--- src/hw/rtl/trrt_pkg.sv ---
// ----------------------------------------------------------------------------
// trrt_pkg
// Shared types and constants of the threshold rule relay trigger.
// ----------------------------------------------------------------------------
package trrt_pkg;

   localparam int unsigned ValueW   = 32;
   localparam int unsigned TimeW    = 32;
   localparam int unsigned SecW     = 16;
   localparam int unsigned MsW      = 26;
   localparam int unsigned ModeW    = 10;
   localparam int unsigned CsrIdxW  = 3;
   localparam int unsigned MsPerSec = 1000;
   localparam int unsigned EqTolLsb = 66;

   typedef enum logic [CsrIdxW-1:0] {
      RegRuleEnable  = 3'd0,
      RegRuleMode    = 3'd1,
      RegCond0First  = 3'd2,
      RegCond0Second = 3'd3,
      RegCond1First  = 3'd4,
      RegCond1Second = 3'd5,
      RegHold        = 3'd6,
      RegCooldown    = 3'd7
   } csr_index_type;

   typedef enum logic [1:0] {
      OpGreater = 2'd0,
      OpLess    = 2'd1,
      OpBetween = 2'd2,
      OpEqual   = 2'd3
   } op_type;

   typedef enum logic [1:0] {
      ActOn     = 2'd0,
      ActOff    = 2'd1,
      ActToggle = 2'd2,
      ActNone   = 2'd3
   } action_type;

   // Decoded rule configuration, shared by the front and the back.
   typedef struct packed {
      logic                     enable;
      op_type                   op0;
      op_type                   op1;
      logic                     cond1_used;
      logic                     logic_or;
      action_type               action;
      logic                     on_change;
      logic                     gate_used;
      logic signed [ValueW-1:0] c0_first;
      logic signed [ValueW-1:0] c0_second;
      logic signed [ValueW-1:0] c1_first;
      logic signed [ValueW-1:0] c1_second;
      logic [MsW-1:0]           hold_ms;
      logic [MsW-1:0]           cool_ms;
   } cfg_type;

   // Classified request handed from the front to the back.
   typedef struct packed {
      logic             invalid;
      logic             result;
      logic [TimeW-1:0] now_ms;
      logic             relay_level;
      logic             relay_present;
   } item_type;

endpackage

--- src/hw/rtl/threshold_rule_relay_trigger.sv ---
// ----------------------------------------------------------------------------
// threshold_rule_relay_trigger
// Evaluates one threshold automation rule per request and drives a relay.
// ----------------------------------------------------------------------------
//
//   Channel  Direction  Handshake              Carries
//   req_     in         req_valid/req_ready    sensor values, flags, time, relay
//   rsp_     out        rsp_valid/rsp_ready    fire, drive level, status flags
//   csr_     in         csr_valid/csr_ready    register index and write data
//
// One request is taken every cycle while the queue has room; an accepted request
// is written into the queue and popped into the response register when the
// response side is free. The rate is set by the back stage, which updates the
// debounce and cooldown state once per popped request; the two-entry queue lets
// the front keep accepting while the response register is stalled, until full.
// Reset is synchronous and clears the rule state, the configuration and the
// response register to zero; the queue storage itself is not cleared.
// req_ready drops only when the queue holds two requests; csr_ready is always 1.
//
module threshold_rule_relay_trigger (
   input  logic                               clock,
   input  logic                               reset,
   input  logic                               req_valid,
   output logic                               req_ready,
   input  logic signed [trrt_pkg::ValueW-1:0] req_sensor0_value,
   input  logic                               req_sensor0_valid,
   input  logic signed [trrt_pkg::ValueW-1:0] req_sensor1_value,
   input  logic                               req_sensor1_valid,
   input  logic                               req_gate_open,
   input  logic [trrt_pkg::TimeW-1:0]         req_now_ms,
   input  logic                               req_relay_level,
   input  logic                               req_relay_present,
   output logic                               rsp_valid,
   input  logic                               rsp_ready,
   output logic                               rsp_fire,
   output logic                               rsp_drive_level,
   output logic                               rsp_combined_result,
   output logic                               rsp_suspend_event,
   output logic                               rsp_gate_disable_request,
   input  logic                               csr_valid,
   output logic                               csr_ready,
   input  logic [trrt_pkg::CsrIdxW-1:0]       csr_index,
   input  logic [trrt_pkg::ValueW-1:0]        csr_data
);

   // Configuration registers. Hold and cooldown are stored already scaled to
   // milliseconds, so the back stage only subtracts and compares.
   logic                                enable_ff;
   logic [trrt_pkg::ModeW-1:0]          mode_ff;
   logic signed [trrt_pkg::ValueW-1:0]  c0_first_ff;
   logic signed [trrt_pkg::ValueW-1:0]  c0_second_ff;
   logic signed [trrt_pkg::ValueW-1:0]  c1_first_ff;
   logic signed [trrt_pkg::ValueW-1:0]  c1_second_ff;
   logic [trrt_pkg::MsW-1:0]            hold_ms_ff;
   logic [trrt_pkg::MsW-1:0]            cool_ms_ff;
   logic [trrt_pkg::MsW-1:0]            sec_to_ms_in;

   trrt_pkg::cfg_type       cfg;
   trrt_pkg::csr_index_type csr_sel;
   trrt_pkg::item_type      front_item;
   trrt_pkg::item_type      head_item;
   logic                    csr_write;
   logic                    queue_full;
   logic                    queue_not_empty;
   logic                    queue_pop;
   logic                    req_take;

   assign csr_ready = 1'b1;
   assign csr_write = csr_valid && csr_ready;
   assign csr_sel   = trrt_pkg::csr_index_type'(csr_index);

   // Seconds to milliseconds for the timing registers.
   assign sec_to_ms_in = trrt_pkg::MsW'(csr_data[trrt_pkg::SecW-1:0]) *
                         trrt_pkg::MsW'(trrt_pkg::MsPerSec);

   always_ff @(posedge clock) begin
      if (reset) begin
         enable_ff    <= 1'b0;
         mode_ff      <= '0;
         c0_first_ff  <= '0;
         c0_second_ff <= '0;
         c1_first_ff  <= '0;
         c1_second_ff <= '0;
         hold_ms_ff   <= '0;
         cool_ms_ff   <= '0;
      end else if (csr_write) begin
         case (csr_sel)
            trrt_pkg::RegRuleEnable:  enable_ff    <= csr_data[0];
            trrt_pkg::RegRuleMode:    mode_ff      <= csr_data[trrt_pkg::ModeW-1:0];
            trrt_pkg::RegCond0First:  c0_first_ff  <= csr_data;
            trrt_pkg::RegCond0Second: c0_second_ff <= csr_data;
            trrt_pkg::RegCond1First:  c1_first_ff  <= csr_data;
            trrt_pkg::RegCond1Second: c1_second_ff <= csr_data;
            trrt_pkg::RegHold:        hold_ms_ff   <= sec_to_ms_in;
            trrt_pkg::RegCooldown:    cool_ms_ff   <= sec_to_ms_in;
            default: begin
            end
         endcase
      end
   end

   // Decode the mode word into the shared configuration structure.
   always_comb begin
      cfg.enable     = enable_ff;
      cfg.op0        = trrt_pkg::op_type'(mode_ff[1:0]);
      cfg.op1        = trrt_pkg::op_type'(mode_ff[3:2]);
      cfg.cond1_used = mode_ff[4];
      cfg.logic_or   = mode_ff[5];
      cfg.action     = trrt_pkg::action_type'(mode_ff[7:6]);
      cfg.on_change  = mode_ff[8];
      cfg.gate_used  = mode_ff[9];
      cfg.c0_first   = c0_first_ff;
      cfg.c0_second  = c0_second_ff;
      cfg.c1_first   = c1_first_ff;
      cfg.c1_second  = c1_second_ff;
      cfg.hold_ms    = hold_ms_ff;
      cfg.cool_ms    = cool_ms_ff;
   end

   // A request is accepted whenever the queue has room.
   assign req_ready = !queue_full;
   assign req_take  = req_valid && req_ready;

   trrt_front u_front (
      .cfg           (cfg),
      .sensor0_value (req_sensor0_value),
      .sensor0_valid (req_sensor0_valid),
      .sensor1_value (req_sensor1_value),
      .sensor1_valid (req_sensor1_valid),
      .gate_open     (req_gate_open),
      .now_ms        (req_now_ms),
      .relay_level   (req_relay_level),
      .relay_present (req_relay_present),
      .item          (front_item)
   );

   trrt_queue u_queue (
      .clock     (clock),
      .reset     (reset),
      .push      (req_take),
      .push_item (front_item),
      .full      (queue_full),
      .pop       (queue_pop),
      .not_empty (queue_not_empty),
      .head      (head_item)
   );

   // Any write of the enable register lifts a suspension.
   trrt_back u_back (
      .clock                    (clock),
      .reset                    (reset),
      .cfg                      (cfg),
      .suspend_clear            (csr_write && (csr_sel == trrt_pkg::RegRuleEnable)),
      .head_valid               (queue_not_empty),
      .head                     (head_item),
      .pop                      (queue_pop),
      .rsp_valid                (rsp_valid),
      .rsp_ready                (rsp_ready),
      .rsp_fire                 (rsp_fire),
      .rsp_drive_level          (rsp_drive_level),
      .rsp_combined_result      (rsp_combined_result),
      .rsp_suspend_event        (rsp_suspend_event),
      .rsp_gate_disable_request (rsp_gate_disable_request)
   );

endmodule

--- src/hw/rtl/trrt_front.sv ---
// ----------------------------------------------------------------------------
// trrt_front
// Compares the sensor values with their thresholds, combines and gates the results.
// ----------------------------------------------------------------------------
module trrt_front (
   input  trrt_pkg::cfg_type                   cfg,
   input  logic signed [trrt_pkg::ValueW-1:0]  sensor0_value,
   input  logic                                sensor0_valid,
   input  logic signed [trrt_pkg::ValueW-1:0]  sensor1_value,
   input  logic                                sensor1_valid,
   input  logic                                gate_open,
   input  logic [trrt_pkg::TimeW-1:0]          now_ms,
   input  logic                                relay_level,
   input  logic                                relay_present,
   output trrt_pkg::item_type                  item
);

   function automatic logic compare_value(
      input trrt_pkg::op_type                  op,
      input logic signed [trrt_pkg::ValueW-1:0] live,
      input logic signed [trrt_pkg::ValueW-1:0] first,
      input logic signed [trrt_pkg::ValueW-1:0] second
   );
      logic signed [trrt_pkg::ValueW:0] diff;
      logic                             hit;
      diff = {live[trrt_pkg::ValueW-1], live} - {first[trrt_pkg::ValueW-1], first};
      case (op)
         trrt_pkg::OpGreater: hit = live > first;
         trrt_pkg::OpLess:    hit = live < first;
         trrt_pkg::OpBetween: hit = (live >= first) && (live <= second);
         trrt_pkg::OpEqual: begin
            hit = (diff < $signed((trrt_pkg::ValueW+1)'(trrt_pkg::EqTolLsb))) &&
                  (diff > -$signed((trrt_pkg::ValueW+1)'(trrt_pkg::EqTolLsb)));
         end
         default: hit = 1'b0;
      endcase
      return hit;
   endfunction

   logic hit0;
   logic hit1;
   logic combined;
   logic gate;

   always_comb begin
      hit0 = compare_value(cfg.op0, sensor0_value, cfg.c0_first, cfg.c0_second);
      hit1 = compare_value(cfg.op1, sensor1_value, cfg.c1_first, cfg.c1_second);
      gate = cfg.gate_used ? gate_open : 1'b1;
      if (!cfg.cond1_used) begin
         combined = hit0;
      end else if (cfg.logic_or) begin
         combined = hit0 | hit1;
      end else begin
         combined = hit0 & hit1;
      end
      item.invalid       = !sensor0_valid || (cfg.cond1_used && !sensor1_valid);
      item.result        = gate & combined;
      item.now_ms        = now_ms;
      item.relay_level   = relay_level;
      item.relay_present = relay_present;
   end

endmodule

--- src/hw/rtl/trrt_queue.sv ---
// ----------------------------------------------------------------------------
// trrt_queue
// Two-entry queue of classified requests between the front and the back.
// ----------------------------------------------------------------------------
module trrt_queue (
   input  logic               clock,
   input  logic               reset,
   input  logic               push,
   input  trrt_pkg::item_type push_item,
   output logic               full,
   input  logic               pop,
   output logic               not_empty,
   output trrt_pkg::item_type head
);

   trrt_pkg::item_type slot_ff [2];
   logic               wr_ptr_ff, wr_ptr_in;
   logic               rd_ptr_ff, rd_ptr_in;
   logic [1:0]         count_ff, count_in;

   always_comb begin
      full      = count_ff == 2'd2;
      not_empty = count_ff != 2'd0;
      head      = slot_ff[rd_ptr_ff];
      wr_ptr_in = push ? ~wr_ptr_ff : wr_ptr_ff;
      rd_ptr_in = pop ? ~rd_ptr_ff : rd_ptr_ff;
      count_in  = count_ff + 2'(push) - 2'(pop);
   end

   always_ff @(posedge clock) begin
      if (reset) begin
         wr_ptr_ff <= 1'b0;
         rd_ptr_ff <= 1'b0;
         count_ff  <= 2'd0;
      end else begin
         wr_ptr_ff <= wr_ptr_in;
         rd_ptr_ff <= rd_ptr_in;
         count_ff  <= count_in;
      end
   end

   always_ff @(posedge clock) begin
      if (push) begin
         slot_ff[wr_ptr_ff] <= push_item;
      end
   end

endmodule

--- src/hw/rtl/trrt_back.sv ---
// ----------------------------------------------------------------------------
// trrt_back
// Debounce, cooldown and suspension state; drives the response register.
// ----------------------------------------------------------------------------
module trrt_back (
   input  logic               clock,
   input  logic               reset,
   input  trrt_pkg::cfg_type  cfg,
   input  logic               suspend_clear,
   input  logic               head_valid,
   input  trrt_pkg::item_type head,
   output logic               pop,
   output logic               rsp_valid,
   input  logic               rsp_ready,
   output logic               rsp_fire,
   output logic               rsp_drive_level,
   output logic               rsp_combined_result,
   output logic               rsp_suspend_event,
   output logic               rsp_gate_disable_request
);

   logic                         have_ff, have_in;
   logic                         stable_ff, stable_in;
   logic                         fired_ff, fired_in;
   logic                         susp_ff, susp_in;
   logic [trrt_pkg::TimeW-1:0]   since_ff, since_in;
   logic [trrt_pkg::TimeW-1:0]   last_ff, last_in;
   logic                         valid_ff, valid_in;
   logic                         fire_ff, fire_in;
   logic                         drive_ff, drive_in;
   logic                         comb_ff, comb_in;
   logic                         sevt_ff, sevt_in;
   logic                         gdr_ff, gdr_in;

   logic                         new_state;
   logic                         fired_cur;
   logic [trrt_pkg::TimeW-1:0]   since_cur;
   logic                         hold_wait;
   logic                         cool_wait;
   logic                         blocked;

   always_comb begin
      pop       = head_valid && (!valid_ff || rsp_ready);
      new_state = !have_ff || (head.result != stable_ff);
      since_cur = new_state ? head.now_ms : since_ff;
      fired_cur = new_state ? 1'b0 : fired_ff;
      hold_wait = (head.now_ms - since_cur) < trrt_pkg::TimeW'(cfg.hold_ms);
      cool_wait = (last_ff != '0) &&
                  ((head.now_ms - last_ff) < trrt_pkg::TimeW'(cfg.cool_ms));
      blocked   = (fired_cur && cfg.on_change) || hold_wait || cool_wait ||
                  !head.relay_present;

      have_in   = have_ff;
      stable_in = stable_ff;
      fired_in  = fired_ff;
      susp_in   = suspend_clear ? 1'b0 : susp_ff;
      since_in  = since_ff;
      last_in   = last_ff;
      valid_in  = pop ? 1'b1 : (rsp_ready ? 1'b0 : valid_ff);
      fire_in   = fire_ff;
      drive_in  = drive_ff;
      comb_in   = comb_ff;
      sevt_in   = sevt_ff;
      gdr_in    = gdr_ff;

      if (pop) begin
         fire_in  = 1'b0;
         drive_in = 1'b0;
         comb_in  = 1'b0;
         sevt_in  = 1'b0;
         gdr_in   = 1'b0;
         if (!cfg.enable || susp_ff || head.invalid) begin
            if (cfg.enable && !susp_ff && have_ff) begin
               susp_in = 1'b1;
               sevt_in = 1'b1;
               gdr_in  = cfg.gate_used;
            end
            have_in  = 1'b0;
            fired_in = 1'b0;
            since_in = '0;
         end else begin
            comb_in   = head.result;
            have_in   = 1'b1;
            stable_in = head.result;
            since_in  = since_cur;
            fired_in  = fired_cur;
            if (!blocked) begin
               last_in = head.now_ms;
               if (cfg.on_change) begin
                  fired_in = 1'b1;
               end
               case (cfg.action)
                  trrt_pkg::ActOn: begin
                     fire_in  = 1'b1;
                     drive_in = head.result;
                  end
                  trrt_pkg::ActOff: begin
                     fire_in  = 1'b1;
                     drive_in = !head.result;
                  end
                  trrt_pkg::ActToggle: begin
                     fire_in  = 1'b1;
                     drive_in = !head.relay_level;
                  end
                  default: begin
                     fire_in  = 1'b0;
                     drive_in = 1'b0;
                  end
               endcase
            end
         end
      end
   end

   always_ff @(posedge clock) begin
      if (reset) begin
         have_ff   <= 1'b0;
         stable_ff <= 1'b0;
         fired_ff  <= 1'b0;
         susp_ff   <= 1'b0;
         since_ff  <= '0;
         last_ff   <= '0;
         valid_ff  <= 1'b0;
         fire_ff   <= 1'b0;
         drive_ff  <= 1'b0;
         comb_ff   <= 1'b0;
         sevt_ff   <= 1'b0;
         gdr_ff    <= 1'b0;
      end else begin
         have_ff   <= have_in;
         stable_ff <= stable_in;
         fired_ff  <= fired_in;
         susp_ff   <= susp_in;
         since_ff  <= since_in;
         last_ff   <= last_in;
         valid_ff  <= valid_in;
         fire_ff   <= fire_in;
         drive_ff  <= drive_in;
         comb_ff   <= comb_in;
         sevt_ff   <= sevt_in;
         gdr_ff    <= gdr_in;
      end
   end

   assign rsp_valid                = valid_ff;
   assign rsp_fire                 = fire_ff;
   assign rsp_drive_level          = drive_ff;
   assign rsp_combined_result      = comb_ff;
   assign rsp_suspend_event        = sevt_ff;
   assign rsp_gate_disable_request = gdr_ff;

endmodule

--- config.mk ---
export PLATFORM = sky130hd
export DESIGN_NAME = threshold_rule_relay_trigger
export DESIGN_NICKNAME = d
export VERILOG_FILES = /design/src/hw/rtl/trrt_pkg.sv /design/src/hw/rtl/threshold_rule_relay_trigger.sv /design/src/hw/rtl/trrt_front.sv /design/src/hw/rtl/trrt_queue.sv /design/src/hw/rtl/trrt_back.sv
export SDC_FILE = /design/constraint.sdc
export NUM_CORES = 1
export LEC_CHECK = 0
export BUFFER_PORTS_ARGS = -buffer_cell sky130_fd_sc_hd__buf_4
export CAP_MARGIN = 10
export CORE_UTILIZATION = 44
export CTS_BUF_LIST = sky130_fd_sc_hd__clkbuf_16
export DETAILED_ROUTE_END_ITERATION = 8
export PLACE_DENSITY = 0.64
export SYNTH_ARGS = -nofsm -noshare
export SYNTH_HDL_FRONTEND = slang
export SYNTH_SLANG_ARGS = --single-unit
--- constraint.sdc ---
create_clock -name clock -period 18.5 [get_ports clock]
set_clock_uncertainty 0.05 [all_clocks]
set_input_delay 3.7 -clock clock [delete_from_list [all_inputs] [get_ports clock]]
set_output_delay 3.7 -clock clock [all_outputs]
set_load 0.05 [all_outputs]
==> out/metrics.yaml <==
outcome:
  outcome: "finished, final reports clean"
drt:
  drtIter0Drc: 1148
  routedWlPerCell_um: 17.6
  drtPass1Iterations: 5
  totalWireLength_um: 65800
  ant_nets: 0
  drc_errors: 0
  vias_per_cell: 5.48
  via_count: 20400
clock_tree:
  cts-hold-fix-buffers: 0
  clockRootBuffer: "clkbuf_16"
  htree_num_levels: 2
  clk_path_buf_depth: 3
  numCtsBuffers: 38
  clk_latency_ps: 580
  clkTransAtPathRegs_ps: 60
  clock_sinks: 336
  post-cts-setup-buffers: 0
  cts_resized: 0
  cts_tree: "done"
logic_synthesis:
  yosysWarnings: 0
  synth_async_sr_flop_share_pct: 0
  synth_edf_count: 72
  syn_nets: 3391
  syn_inst: 2907
  synth.yosys.seq_area_share_pct: 30.6
  mappedNetlistArea_sq_um: 24400
  ys_ff_latch: 336
  synth_ff_type: "dfxtp_1"
  ys_types: 87
  synth.avg_cell_area_sq_um: 8.38
power:
  power_density_nw_per_um2: 119
  switching_share_pct: 39.5
  power.switching_w: 0.00129
  total_power_w: 0.00326
  p_int_w: 0.00198
  comb_power_share_pct: 50.5
  seqPwrFrac_pct: 25.1
  p_leak_nw: 10.6
  ir_worst_vdd_mv: 0.0768
  clockPowerShare_pct: 24.4
worst_setup_path:
  ff2ff_path_depth: 26
  startpoint: "csr_data[0]"
  critPathRequiredTime_ps: 18940
  critPathArrivalTime_ps: 8490
  crit_end: "cool_ms_ff[25]"
  critPathKind: "in2reg"
  r2r_setup_slack_ps: 11440
  crit_path_end_kind: "flop"
  path_max_fanout: 12
  crit_path_start_kind: "input pin"
  r2r-end: "u_back.last_ff[13]"
final_layout:
  drive_above_1_share_pct: 9.82
  finalNetCount: 3490
  area_growth_pct: 12.4
  post-route-util_pct: 50.5
floorplan:
  fp-row-count: 85
  die_y_um: 237
  initial_core_util_pct: 44.9
  coreArea_sq_um: 54200
  die_x_um: 237
  die_area_sq_um: 56300
  io_pins: 149
placed_design:
  gp_congestion: 0.924
  hpwlAfterDp_um: 50600
  numPortBuffers: 147
sta:
  tns_ps: 0
  slew_violations: 0
  worst_pin_slew_ps: 1180
  fin_crit_sh_pct: 43.5
  layout_min_cycle_time_ps: 8040
  finalHoldViolCount: 0
  slew_headroom_pct: 21.2
  setup_viol: 0
  timing.hold.ws_ps: 402
  rsz0062_at_grt: "no"
  clock.fmax_mhz: 124
flow_run:
  maxCapViolations: 0
global_routing:
  met1_usage_pct: 28.4
  grt_overflow: 0
  global_route.usage.met2_pct: 41.3
  grt_antenna_before_repair: 4
  grt_max_degree: 106
  grt_use_met3_pct: 4.55
  grt_busiest_layer: "met2"
  grtUsageTotal_pct: 23.5
  grt_pass1_wl_um: 107000
  grt_pass1_vias: 20800
min_path:
  hold_path_class: "reg2reg"
## cells in the final DEF (no fill, tap or decap), types with 40 or more instances in the layout
master | netlist | layout
nand2_1 | 479 | 479
a21oi_1 | 348 | 348
ha_1 | 287 | 287
inv_1 | 266 | 270
dfxtp_1 | 264 | 263
buf_4 | 2 | 161
nor2_1 | 151 | 146
a21o_1 | 90 | 90
mux2i_1 | 72 | 72
edfxtp_1 | 72 | 72
o21ai_0 | 69 | 68
xnor2_1 | 67 | 67
nand2b_1 | 61 | 61
fa_1 | 56 | 56
xor2_1 | 51 | 51
nand3_1 | 43 | 43
nor3_1 | 44 | 43
clkbuf_16 | 0 | 40
## metrics by stage
| step | worst slack [ps] | instance area (sq um) | cells |
|---|---|---|---|
| 6_report | 10460 | 27400 | 3732 |
| 5_1_grt | 10140 | 27400 | 3731 |
| 4_1_cts | 10470 | 27400 | 3730 |
| 3_5_place_dp | 9870 | 26100 | 3661 |
| 3_3_place_gp | 9970 | 26100 | 3661 |
| 2_1_floorplan | 10510 | 24400 | 2907 |
## state kept, by name, indices dropped and copies added (netlist names), 2 cells and up, named ones only
signal / count
u_queue.slot_ff: 72
c0_first_ff: 32
c0_second_ff: 32
c1_first_ff: 32
c1_second_ff: 32
u_back.last_ff: 32
u_back.since_ff: 32
cool_ms_ff: 23
hold_ms_ff: 23
mode_ff: 10
u_queue.count_ff: 2
## worst min path at each step
stage / startpoint / cells past startpoint / to / slack (ps)
finish: u_back.since_ff[9] / 2 / u_back.since_ff[9] / 400
global route: c1_second_ff[25] / 2 / c1_second_ff[25] / 420
CTS: u_back.since_ff[30] / 2 / u_back.since_ff[30] / 400
detailed placement: c1_second_ff[29] / 2 / c1_second_ff[29] / 400
global placement: u_back.since_ff[17] / 2 / u_back.since_ff[17] / 390
floorplan: hold_ms_ff[3] / 2 / hold_ms_ff[3] / 380
## layer usage
layer / part of all wire [%] / wire length (um)
met2: 48 / 31800
met5: 0.056 / 37
met1: 43 / 28400
met3: 4.9 / 3250
met4: 3.4 / 2230
## logic make-up (layout without fill, tap and decap cells)
| logic type | after synthesis | after routing | share of synthesized area (%) |
|---|---|---|---|
| multiplexers | 107 | 107 | 4.66 |
| XOR/XNOR | 118 | 118 | 4.24 |
| AO/OA/AOI/OAI | 688 | 688 | 17.6 |
| adder cells (fa/ha/maj) | 343 | 343 | 19.4 |
| flip-flops | 336 | 336 | 30.6 |
| AND/OR/NAND/NOR | 944 | 944 | 17.7 |
| buffers and inverters | 370 | 498 | 5.90 |
| other | 1 | 2 | 0.0154 |
## layout make-up
class | count | area (sq um)
clock inverters | 29 | 292
diodes | 1 | 2.50
repair buffers | 163 | 1240
multi-input cells | 2201 | 15500
flip-flops and latches | 336 | 7450
well taps | 696 | 871
clock buffers | 40 | 1000
fillers | 5156 | 26900
inverters | 266 | 998
## power by group through the flow
stage	clock network (W)	registers, W	logic, W
global route	0.000847	0.000825	0.00186
finish	0.000797	0.000820	0.00165
floorplan	0	0.000832	0.00125
detailed placement	0	0.000836	0.00164
CTS	0.000815	0.000820	0.00165
global placement	0	0.000834	0.00158
## cell usage after synthesis, types with 44 or more instances
| cell | count | share of area (%) |
|---|---|---|
| clkbuf_1 | 94 | 1.4 |
| dfxtp_1 | 264 | 22 |
| nor2_1 | 151 | 2.3 |
| nand2b_1 | 61 | 1.6 |
| o21ai_0 | 69 | 1.4 |
| fa_1 | 56 | 4.6 |
| nand2_1 | 479 | 7.4 |
| a21o_1 | 90 | 2.8 |
| edfxtp_1 | 72 | 8.9 |
| inv_1 | 266 | 4.1 |
| ha_1 | 287 | 15 |
| mux2i_1 | 72 | 3.0 |
| xor2_1 | 51 | 1.8 |
| nor3_1 | 44 | 0.90 |
| xnor2_1 | 67 | 2.4 |
| a21oi_1 | 348 | 7.2 |
## critical path, stage by stage
cell	delay [ps]
buf_4	170
fa_1	570
inv_1	60
fa_1	470
fa_1	510
inv_1	50
fa_1	450
ha_1	340
inv_1	50
o21bai_1	170
a21oi_1	120
o21ai_0	390
a21oi_1	210
a211o_1	360
a31oi_1	220
a21o_1	150
a21oi_1	70
xnor2_1	190
nand2_1	70
a21oi_1	130
Note: power is estimated with default switching activity, not from simulation.
